File: src/hw/rtl/bds_pkg.sv
`timescale 1ns / 1ps
// ----------------------------------------------------------------------------
// Baud divider search package
// Field widths, fixed arithmetic constants and the sequencer state type used
// by the baud divider search block.
// ----------------------------------------------------------------------------
package bds_pkg;

  // Field and register widths
  localparam int unsigned BAUD_W      = 22;
  localparam int unsigned CLK_W       = 32;
  localparam int unsigned SCALE_OUT_W = 8;
  localparam int unsigned STEP_OUT_W  = 16;

  // Step is expressed in units of 2^-17
  localparam int unsigned FRAC_BITS = 17;

  // Reference clock after reset
  localparam logic [CLK_W-1:0] CLK_RESET = 32'd27000000;

  typedef enum logic [3:0] {
    ST_IDLE,
    ST_MUL1,
    ST_DIV1,
    ST_CHK,
    ST_MUL2,
    ST_DIV2,
    ST_ERR,
    ST_CMP,
    ST_FINISH
  } bds_state_e;

endpackage

File: src/hw/rtl/baud_divider_search.sv
`timescale 1ns / 1ps
// ----------------------------------------------------------------------------
// Baud divider search
// Finds the prescaler and fractional step that best approach a requested baud
// rate from the configured reference clock, using one shared divider.
// ----------------------------------------------------------------------------
// Flow: with a zero clock register no division runs; otherwise each divisor
//   scale + 1 up to SCALE_LIMIT takes two DVD_W-bit divisions (DVD_W = 47 at
//   the default parameters). The search stops early at the first step above
//   STEP_LIMIT.
// Throughput: one item at a time; the single restoring divider, one quotient
//   bit per cycle, serves both divisions. A finished result waits in the output
//   register while the next item is taken.
// Reset: asynchronous, active low; the clock register returns to 27 MHz and
//   no result is pending.
module baud_divider_search #(
  parameter int unsigned SCALE_LIMIT = 255,
  parameter int unsigned STEP_LIMIT  = 65535
) (
  input  logic                                clk_i,
  input  logic                                rst_ni,
  // Input items
  input  logic                                in_valid_i,
  output logic                                in_stall_o,
  input  logic [bds_pkg::BAUD_W-1:0]          target_baud_i,
  // Result items
  output logic                                out_valid_o,
  input  logic                                out_stall_i,
  output logic [bds_pkg::SCALE_OUT_W-1:0]     best_scale_o,
  output logic [bds_pkg::STEP_OUT_W-1:0]      best_step_o,
  // Reference clock register write
  input  logic                                cfg_valid_i,
  output logic                                cfg_ready_o,
  input  logic [bds_pkg::CLK_W-1:0]           cfg_data_i
);

  // Prescaler counter and divisor (scale + 1) widths
  localparam int unsigned SCI_W  = $clog2(SCALE_LIMIT);
  localparam int unsigned SC_W   = $clog2(SCALE_LIMIT + 1);
  // Step width
  localparam int unsigned ST_W   = $clog2(STEP_LIMIT + 1);
  // First dividend: baud * (scale + 1) * 2^17
  localparam int unsigned BS_W   = bds_pkg::BAUD_W + SC_W;
  localparam int unsigned N1_W   = BS_W + bds_pkg::FRAC_BITS;
  // Second dividend: (clk * step + (scale + 1) * 2^16) >> 17
  localparam int unsigned PROD_W = bds_pkg::CLK_W + ST_W;
  localparam int unsigned SUM_W  = PROD_W + 1;
  localparam int unsigned Y_W    = SUM_W - bds_pkg::FRAC_BITS;
  // Shared divider dividend width and iteration counter
  localparam int unsigned DVD_W  = (N1_W > Y_W) ? N1_W : Y_W;
  localparam int unsigned CNT_W  = $clog2(DVD_W + 1);
  localparam int unsigned DVS_W  = bds_pkg::CLK_W;

  bds_pkg::bds_state_e state_q, state_d;

  logic [bds_pkg::CLK_W-1:0]  clk_hz_q;
  logic [bds_pkg::BAUD_W-1:0] baud_q;
  logic [SCI_W-1:0]           scale_q;
  logic [SC_W-1:0]            sp1;

  // Shared restoring divider: remainder, dividend/quotient shifter, divisor
  logic [DVS_W-1:0]           div_rem_q;
  logic [DVD_W-1:0]           div_num_q;
  logic [DVS_W-1:0]           div_dvs_q;
  logic [CNT_W-1:0]           div_cnt_q;
  logic [DVS_W:0]             div_trial;
  logic [DVS_W+1:0]           div_diff;
  logic                       div_qbit;
  logic [DVS_W-1:0]           div_rem_nxt;

  logic [ST_W-1:0]            step_q;
  logic [PROD_W-1:0]          prod_q;
  logic [DVD_W-1:0]           err_q;
  logic [DVD_W-1:0]           bound_q;
  logic [SCI_W-1:0]           pick_scale_q;
  logic [ST_W-1:0]            pick_step_q;

  logic                       out_valid_q;
  logic [bds_pkg::SCALE_OUT_W-1:0] out_scale_q;
  logic [bds_pkg::STEP_OUT_W-1:0]  out_step_q;

  logic [BS_W-1:0]            bs_mul;
  logic [N1_W-1:0]            n1;
  logic [SUM_W-1:0]           sum2;
  logic [Y_W-1:0]             y2;
  logic [DVD_W-1:0]           baud_ext;
  logic                       step_over;
  logic                       last_scale;
  logic                       take_in;
  logic                       out_load;
  logic [SCI_W+bds_pkg::SCALE_OUT_W-1:0] scale_wide;
  logic [ST_W+bds_pkg::STEP_OUT_W-1:0]   step_wide;

  // Handshake: take an item only while idle and no register write is offered,
  // so an item never sees the clock register change under it; the output
  // register is separate
  assign in_stall_o  = (state_q != bds_pkg::ST_IDLE) || cfg_valid_i;
  assign cfg_ready_o = (state_q == bds_pkg::ST_IDLE);
  assign take_in     = in_valid_i && !in_stall_o;
  assign out_load    = (state_q == bds_pkg::ST_FINISH) && (!out_valid_q || !out_stall_i);

  assign sp1        = SC_W'(scale_q) + SC_W'(1);
  assign last_scale = (scale_q == SCI_W'(SCALE_LIMIT - 1));
  assign baud_ext   = DVD_W'(baud_q);

  // First dividend: baud * (scale + 1), then shift up by the fraction bits
  assign bs_mul = BS_W'(baud_q) * BS_W'(sp1);
  assign n1     = {bs_mul, {bds_pkg::FRAC_BITS{1'b0}}};

  // Second dividend: add half of (scale + 1) * 2^17 to round half up, then
  // drop the 2^17 factor so the divisor is just scale + 1
  assign sum2 = SUM_W'(prod_q) + (SUM_W'(sp1) << (bds_pkg::FRAC_BITS - 1));
  assign y2   = sum2[SUM_W-1:bds_pkg::FRAC_BITS];

  // Step from the first division overshoots the limit: end the search
  assign step_over = (div_num_q > DVD_W'(STEP_LIMIT));

  // One restoring division step: bring down the next dividend bit, try the
  // subtraction, keep it when it does not borrow
  assign div_trial   = {div_rem_q, div_num_q[DVD_W-1]};
  assign div_diff    = {1'b0, div_trial} - {2'b00, div_dvs_q};
  assign div_qbit    = !div_diff[DVS_W+1];
  assign div_rem_nxt = div_qbit ? div_diff[DVS_W-1:0] : div_trial[DVS_W-1:0];

  // Sequencer state register
  always_ff @(posedge clk_i or negedge rst_ni) begin
    if (!rst_ni) begin
      state_q <= bds_pkg::ST_IDLE;
    end else begin
      state_q <= state_d;
    end
  end

  // Sequencer next state
  always_comb begin
    state_d = state_q;
    unique case (state_q)
      bds_pkg::ST_IDLE: begin
        if (take_in) begin
          // Zero clock: no division, report the empty pair
          state_d = (clk_hz_q == '0) ? bds_pkg::ST_FINISH : bds_pkg::ST_MUL1;
        end
      end
      bds_pkg::ST_MUL1: begin
        state_d = bds_pkg::ST_DIV1;
      end
      bds_pkg::ST_DIV1: begin
        if (div_cnt_q == CNT_W'(1)) begin
          state_d = bds_pkg::ST_CHK;
        end
      end
      bds_pkg::ST_CHK: begin
        state_d = step_over ? bds_pkg::ST_FINISH : bds_pkg::ST_MUL2;
      end
      bds_pkg::ST_MUL2: begin
        state_d = bds_pkg::ST_DIV2;
      end
      bds_pkg::ST_DIV2: begin
        if (div_cnt_q == CNT_W'(1)) begin
          state_d = bds_pkg::ST_ERR;
        end
      end
      bds_pkg::ST_ERR: begin
        state_d = bds_pkg::ST_CMP;
      end
      bds_pkg::ST_CMP: begin
        state_d = last_scale ? bds_pkg::ST_FINISH : bds_pkg::ST_MUL1;
      end
      bds_pkg::ST_FINISH: begin
        if (out_load) begin
          state_d = bds_pkg::ST_IDLE;
        end
      end
      default: begin
        state_d = bds_pkg::ST_IDLE;
      end
    endcase
  end

  // Reference clock register
  always_ff @(posedge clk_i or negedge rst_ni) begin
    if (!rst_ni) begin
      clk_hz_q <= bds_pkg::CLK_RESET;
    end else if (cfg_valid_i && cfg_ready_o) begin
      clk_hz_q <= cfg_data_i;
    end
  end

  // Search datapath
  always_ff @(posedge clk_i) begin
    case (state_q)
      bds_pkg::ST_IDLE: begin
        if (take_in) begin
          // Start from an error bound equal to the target, empty pair
          baud_q       <= target_baud_i;
          bound_q      <= DVD_W'(target_baud_i);
          scale_q      <= '0;
          pick_scale_q <= '0;
          pick_step_q  <= '0;
        end
      end
      bds_pkg::ST_MUL1: begin
        div_num_q <= DVD_W'(n1);
        div_dvs_q <= clk_hz_q;
        div_rem_q <= '0;
        div_cnt_q <= CNT_W'(DVD_W);
      end
      bds_pkg::ST_DIV1, bds_pkg::ST_DIV2: begin
        div_rem_q <= div_rem_nxt;
        div_num_q <= {div_num_q[DVD_W-2:0], div_qbit};
        div_cnt_q <= div_cnt_q - CNT_W'(1);
      end
      bds_pkg::ST_CHK: begin
        // Hold the step and form clk * step for the achieved rate
        step_q <= div_num_q[ST_W-1:0];
        prod_q <= PROD_W'(clk_hz_q) * PROD_W'(div_num_q[ST_W-1:0]);
      end
      bds_pkg::ST_MUL2: begin
        div_num_q <= DVD_W'(y2);
        div_dvs_q <= DVS_W'(sp1);
        div_rem_q <= '0;
        div_cnt_q <= CNT_W'(DVD_W);
      end
      bds_pkg::ST_ERR: begin
        err_q <= (div_num_q >= baud_ext) ? (div_num_q - baud_ext) : (baud_ext - div_num_q);
      end
      bds_pkg::ST_CMP: begin
        // Strictly smaller error only, so the first best pair stays
        if (err_q < bound_q) begin
          bound_q      <= err_q;
          pick_scale_q <= scale_q;
          pick_step_q  <= step_q;
        end
        if (!last_scale) begin
          scale_q <= scale_q + SCI_W'(1);
        end
      end
      default: begin
      end
    endcase
  end

  // Output register: truncate or widen the picks to the port widths
  assign scale_wide = {{bds_pkg::SCALE_OUT_W{1'b0}}, pick_scale_q};
  assign step_wide  = {{bds_pkg::STEP_OUT_W{1'b0}}, pick_step_q};

  always_ff @(posedge clk_i or negedge rst_ni) begin
    if (!rst_ni) begin
      out_valid_q <= 1'b0;
    end else if (out_load) begin
      out_valid_q <= 1'b1;
    end else if (out_valid_q && !out_stall_i) begin
      out_valid_q <= 1'b0;
    end
  end

  always_ff @(posedge clk_i) begin
    if (out_load) begin
      out_scale_q <= scale_wide[bds_pkg::SCALE_OUT_W-1:0];
      out_step_q  <= step_wide[bds_pkg::STEP_OUT_W-1:0];
    end
  end

  assign out_valid_o  = out_valid_q;
  assign best_scale_o = out_scale_q;
  assign best_step_o  = out_step_q;

endmodule

File: config.mk
export PLATFORM = sky130hd
export DESIGN_NAME = baud_divider_search
export DESIGN_NICKNAME = d
export VERILOG_FILES = /design/src/hw/rtl/bds_pkg.sv /design/src/hw/rtl/baud_divider_search.sv
export SDC_FILE = /design/constraint.sdc
export NUM_CORES = 2
export LEC_CHECK = 0
export BUFFER_PORTS_ARGS = -buffer_cell sky130_fd_sc_hd__buf_2
export CORE_UTILIZATION = 40
export DETAILED_ROUTE_END_ITERATION = 8
export PLACE_DENSITY = 0.62
export SLEW_MARGIN = 20
export SYNTH_ARGS = -nofsm -noshare
export SYNTH_HDL_FRONTEND = slang
export SYNTH_SLANG_ARGS = --single-unit
File: constraint.sdc
create_clock -name clk_i -period 9.9 [get_ports clk_i]
set_input_delay 0.99 -clock clk_i [delete_from_list [all_inputs] [get_ports clk_i]]
set_output_delay 0.99 -clock clk_i [all_outputs]
set_load 0.005 [all_outputs]
* After elaboration in Yosys (flattened, before gate mapping) *
Index checks and enable logic that the tools add are counted.
W data, S select, Z words.

cells by class
  eq/ne operators = 16
  reductions and logical operators = 24
  $add $sub $neg = 6
  magnitude comparators = 3
  $mul = 2
  muxes and demuxes = 27

operator list
  operator                count
  $mux W47                3
  $pmux W47 S3            1
  $pmux W32 S2            2
  $pmux W47 S2            1
  $add A48 B24 Y49        1
  $mul A32 B16 Y48        1
  $ge A47 B22 Y1          1
  $gt A47 B16 Y1 const B  1
  $lt A47 B47 Y1          1
  $sub A22 B47 Y47        1
  $sub A47 B22 Y47        1
  $pmux W4 S9             1
  $sub A33 B32 Y34        1
  $logic_not A32 Y1       1
  $mux W16                2
  $mux W32                1
  $pmux W16 S2            1
  $pmux W8 S2             2
  $mul A22 B8 Y30         1
  $mux W4                 7
  $mux W8                 3
  $eq A4 B3 Y1 const B    4
  $pmux W6 S2             1
  $ne A2 B2 Y1 const B    5
  20 further kinds        34

word-level totals
  output and inout port bits = 27
  input port bits = 59
  register bits = 390
  logic and storage cells = 95

* Depth between registers and ports, before layout *
  word-level depth = 6
  mapped depth = 27
  depth with buffers taken out = 25

* Worst setup path after synthesis *
OpenSTA, ideal clock, no wires.

  path type = reg-to-reg
  start = register clk_hz_q[10] in the netlist's numbering
  end = register prod_q[47] (data pin)
  library setup time = 0.266 ns
  setup slack = 2.852 ns
  arrival = 6.782 ns
  period minus slack after synthesis = 7.048 ns
  cell stages (with the launch flop) = 24
  path buffers = 2
  required time = 9.634 ns
  cells stage by stage = dfstp_2 > clkbuf_1 > clkbuf_1 > nand2_1 > fa_1 > fa_1 > fa_1 > fa_1 > inv_1 > fa_1 > inv_1 > fa_1 > inv_1 > ha_1 > a21oi_1 > o21ai_0 > a22o_1 > or2_1 > a41oi_1 > o311ai_0 > a311oi_1 > o41ai_1 > and4_1 > nor3_1

between the ends
  cells in the longest elaborated chain, start to end = 1

ends and longest elaborated chain
  what                      line                        text
  start: declaration        baud_divider_search.sv:56   logic [bds_pkg::CLK_W-1:0] clk_hz_q;
  start signal: assignment  baud_divider_search.sv:183  clk_hz_q <= bds_pkg::CLK_RESET;
  start signal: assignment  baud_divider_search.sv:185  clk_hz_q <= cfg_data_i;
  $mul A32 B16 Y48          baud_divider_search.sv:216  prod_q <= PROD_W'(clk_hz_q) * PROD_W'(div_num_q[ST_W-1:0]);
  end signal: assignment    baud_divider_search.sv:216
  end: declaration          baud_divider_search.sv:72   logic [PROD_W-1:0] prod_q;

Every way passes these cells.
A chain may end at the register's enable or synchronous reset.

* Final worst setup path *
  start = register div_num_q[1]
  end = register prod_q[47] (data pin)

between the ends
  cells in the longest elaborated chain, start to end = 1

ends and longest elaborated chain
  what                      line                        text
  start: declaration        baud_divider_search.sv:63   logic [DVD_W-1:0] div_num_q;
  start signal: assignment  baud_divider_search.sv:203  div_num_q <= DVD_W'(n1);
  start signal: assignment  baud_divider_search.sv:210  div_num_q <= {div_num_q[DVD_W-2:0], div_qbit};
  start signal: assignment  baud_divider_search.sv:219  div_num_q <= DVD_W'(y2);
  $mul A32 B16 Y48          baud_divider_search.sv:216

Every way passes these cells.

==> flow_metrics.tcl <==
set metrics [dict create \
    status "finished clean" \
    ctsRootBufferMaster "clkbuf_16" \
    max-clock-path-buffers 3 \
    dr_total_vias 29740 \
    synth.distinct_cells 85 \
    numPlacedInstances 5584 \
    yosysMostFrequentCell "inv_1" \
    postCtsHoldBufs 0 \
    arrival_ns 8.58 \
    cp_data_required_time_ns 10.27 \
    slew_headroom_pct 25.54 \
    critPathTopFamily "adder cells" \
    timing.final.crit_share_pct 82.94 \
    grt-ovfl-total 0 \
    hold_class "flop to flop" \
    grt_util_all_layers_pct 22.14 \
    crit_type "flop to flop" \
    worst_slew_pin_slew_ns 1.113 \
    cp_cell_sequence "nand2_1 -> fa_1 -> fa_1 -> fa_1 -> fa_1 -> inv_1 -> fa_1 -> inv_1 -> fa_1 -> inv_1 -> ha_1 -> a21oi_1 -> o21ai_0 -> a22o_1 -> or2_1 -> a41oi_1 -> o311ai_0 -> a311oi_1 -> o41ai_1 -> and4_1 -> nor3_1" \
    rsz0062_at_grt "false" \
    r2r-end "prod_q[47]$_DFFE_PN_" \
    async_flop_share_pct 9.893 \
    drt_wl_total_mm 111.6 \
    syn-num-nets 5178 \
    clock-sinks 374 \
    clk_pin_slew_worst_paths_ns 0.06 \
    grt_pass1_vias 31111 \
    syn_area_per_cell_um2 9.618 \
    cpPeakStageDelay_ns 1.03 \
    ios 86 \
    numCtsBuffers 46 \
    path_common_cell "fa_1" \
    fin_crit_ns 8.211 \
    drive_gt1_share_pct 6.836 \
    ys_ff_latch 374 \
    yosys.area.top_type "fa_1" \
    syn_area_um2 41150 \
    place.gp.congestion 0.9073 \
    drc 0 \
    fmax_ghz 0.1218 \
    wl_per_cell_um 19.69 \
    ys_warn_count 0 \
    cts_tree "built" \
    drtIter0Drc 1918 \
    port_buffers 85 \
    dp_hpwl_mm 84.96 \
    finalSetupTns_ns 0 \
    rows 117 \
    r2r-start "div_num_q[1]$_DFFE_PP_" \
    endpoint_kind "flop" \
    die_w_um 322.7 \
    ys_top_cells_by_area "fa_1, edfxtp_1, ha_1" \
    grt_max_degree 73 \
    core_area_um2 101900 \
    firstDrtPassIters 7 \
    clock_latency_ns 0.65 \
    yosysSeqAreaShare_pct 26.89 \
    instances_no_fill 5670 \
    antenna_left 0 \
    ys.flop_type "edfxtp_1" \
    finalSetupViolCount 0 \
    r2r_setup_slack_ns 1.69 \
    start_kind "flop" \
    final_net_count 5164 \
    synthDominantCellAreaShare_pct 26.32 \
    die-area_um2 104200 \
    finalHoldViolCount 0 \
    r2r_cells 21 \
    cp.depth 21 \
    worstPathBufferInverterCount 3 \
    cts_resized 0 \
    grt_pass1_wl_mm 177.4 \
    cp_slowest_cell "edfxtp_1" \
    synthCells 4278 \
    synth.top_cells.by_count "inv_1, nand2_1, fa_1" \
    post_cts_buffers 0 \
    crit_path_end "prod_q[47]$_DFFE_PN_" \
    drv_slew 0 \
    die_h_um 322.7 \
    area_growth_pct 8.268 \
    via_per_inst 5.245 \
    fill_cells 9922 \
    ctsHtreeMaxLevel 2 \
    antenna_found_initial 2 \
    cp_max_fo 24 \
    startpoint "div_num_q[1]$_DFFE_PP_" \
    fin_worst_skew_ns 0.04587 \
    start_util_pct 40.38 \
    synth-edff-count 337 \
    drv_cap 0 \
]
[cells by family after synthesis]
group	count (synthesis)	synth area share, %
buf+inv	936	8.587
compound gates	529	8.226
mux	59	1.560
xor+xnor	154	3.278
simple gates	1385	16.02
flops	374	26.89
fa+ha+maj	841	35.44
[metrics by stage]
step | hold slack (ns) | instance area (µm²) | setup slack (ns) | utilization (%)
3_3_place_gp | 0.4018 | 42990 | 2.017 | 42.19
2_1_floorplan | 0.4003 | 41150 | 2.852 | -
3_5_place_dp | 0.4052 | 42990 | 1.810 | 42.19
5_1_grt | 0.4247 | 44550 | 1.313 | 43.72
4_1_cts | 0.4156 | 44550 | 1.743 | 43.72
6_report | 0.4147 | 44550 | 1.689 | 43.72
[registers in the layout, summed over array words and instances, names as in the netlist]
register and flops:
prod_q 32, clk_hz_q 32, best_step_o 16, step_q 16
scale_q 8, state_q 4, div_cnt_q 6, out_valid_o 1
best_scale_o 8, pick_step_q 16, pick_scale_q 8, div_num_q 47
div_rem_q 32, bound_q 47, baud_q 22, div_dvs_q 32
err_q 47
[cells in the final DEF (no fill, tap or decap), types with 24 or more instances in the layout]
cell type	instances
a21o_1	66
a21oi_1	136
a31oi_1	24
and2_1	311
and3_1	26
buf_2	85
buf_4	47
clkbuf_16	46
edfxtp_1	337
fa_1	541
ha_1	300
inv_1	737
mux2_2	33
mux2i_1	24
nand2_1	585
nand3_1	39
nand4_1	27
nor2_1	231
nor2b_1	31
nor3_1	37
o21ai_0	125
xnor2_1	88
xor2_1	62
[worst register-to-register path, cell delays in order, from the launching register on]
cell and delay (ns):
edfxtp_1 1.03, nand2_1 0.21, fa_1 0.55, fa_1 0.58, fa_1 0.45, fa_1 0.55
inv_1 0.05, fa_1 0.52, inv_1 0.05, fa_1 0.52, inv_1 0.04, ha_1 0.29
a21oi_1 0.06, o21ai_0 0.30, a22o_1 0.23, or2_1 0.24, a41oi_1 0.33, o311ai_0 0.57
a311oi_1 0.28, o41ai_1 0.75, and4_1 0.30, nor3_1 0.06
[worst min path at each step]
stage	depth (start not counted)	start	to	slack, ns
after floorplan	0	pick_scale_q[0]$_SDFFCE_PN0P_	best_scale_o[0]$_DFFE_PP_	0.40
after global placement	0	pick_step_q[15]$_SDFFCE_PN0P_	best_step_o[15]$_DFFE_PP_	0.40
after detailed placement	0	pick_scale_q[2]$_SDFFCE_PN0P_	best_scale_o[2]$_DFFE_PP_	0.41
after CTS	0	pick_step_q[14]$_SDFFCE_PN0P_	best_step_o[14]$_DFFE_PP_	0.42
after global routing	0	pick_scale_q[4]$_SDFFCE_PN0P_	best_scale_o[4]$_DFFE_PP_	0.42
final	0	pick_step_q[14]$_SDFFCE_PN0P_	best_step_o[14]$_DFFE_PP_	0.41
[final cells by class]
class / instances / area (µm²) / share of cell area, %
antenna: 1 / 2.502 / 0.005617
clock buffer: 50 / 1166 / 2.618
clock inverter: 35 / 392.9 / 0.8819
inverter: 742 / 2785 / 6.252
multi-input combinational: 2968 / 26650 / 59.82
sequential: 374 / 11060 / 24.83
tap: 1368 / 1712 / 3.842
timing repair buffer: 132 / 778.2 / 1.747
[metal layers]
layer	share of wire, %	track usage (%)
met3	5.6	3.158
met1	43	29.55
met5	0	0
met2	48	36.93
met4	3.3	7.278
Power is left out: the tool's default activity adds up to more than one toggle a clock period on the data nets, which glitch-free logic cannot reach.
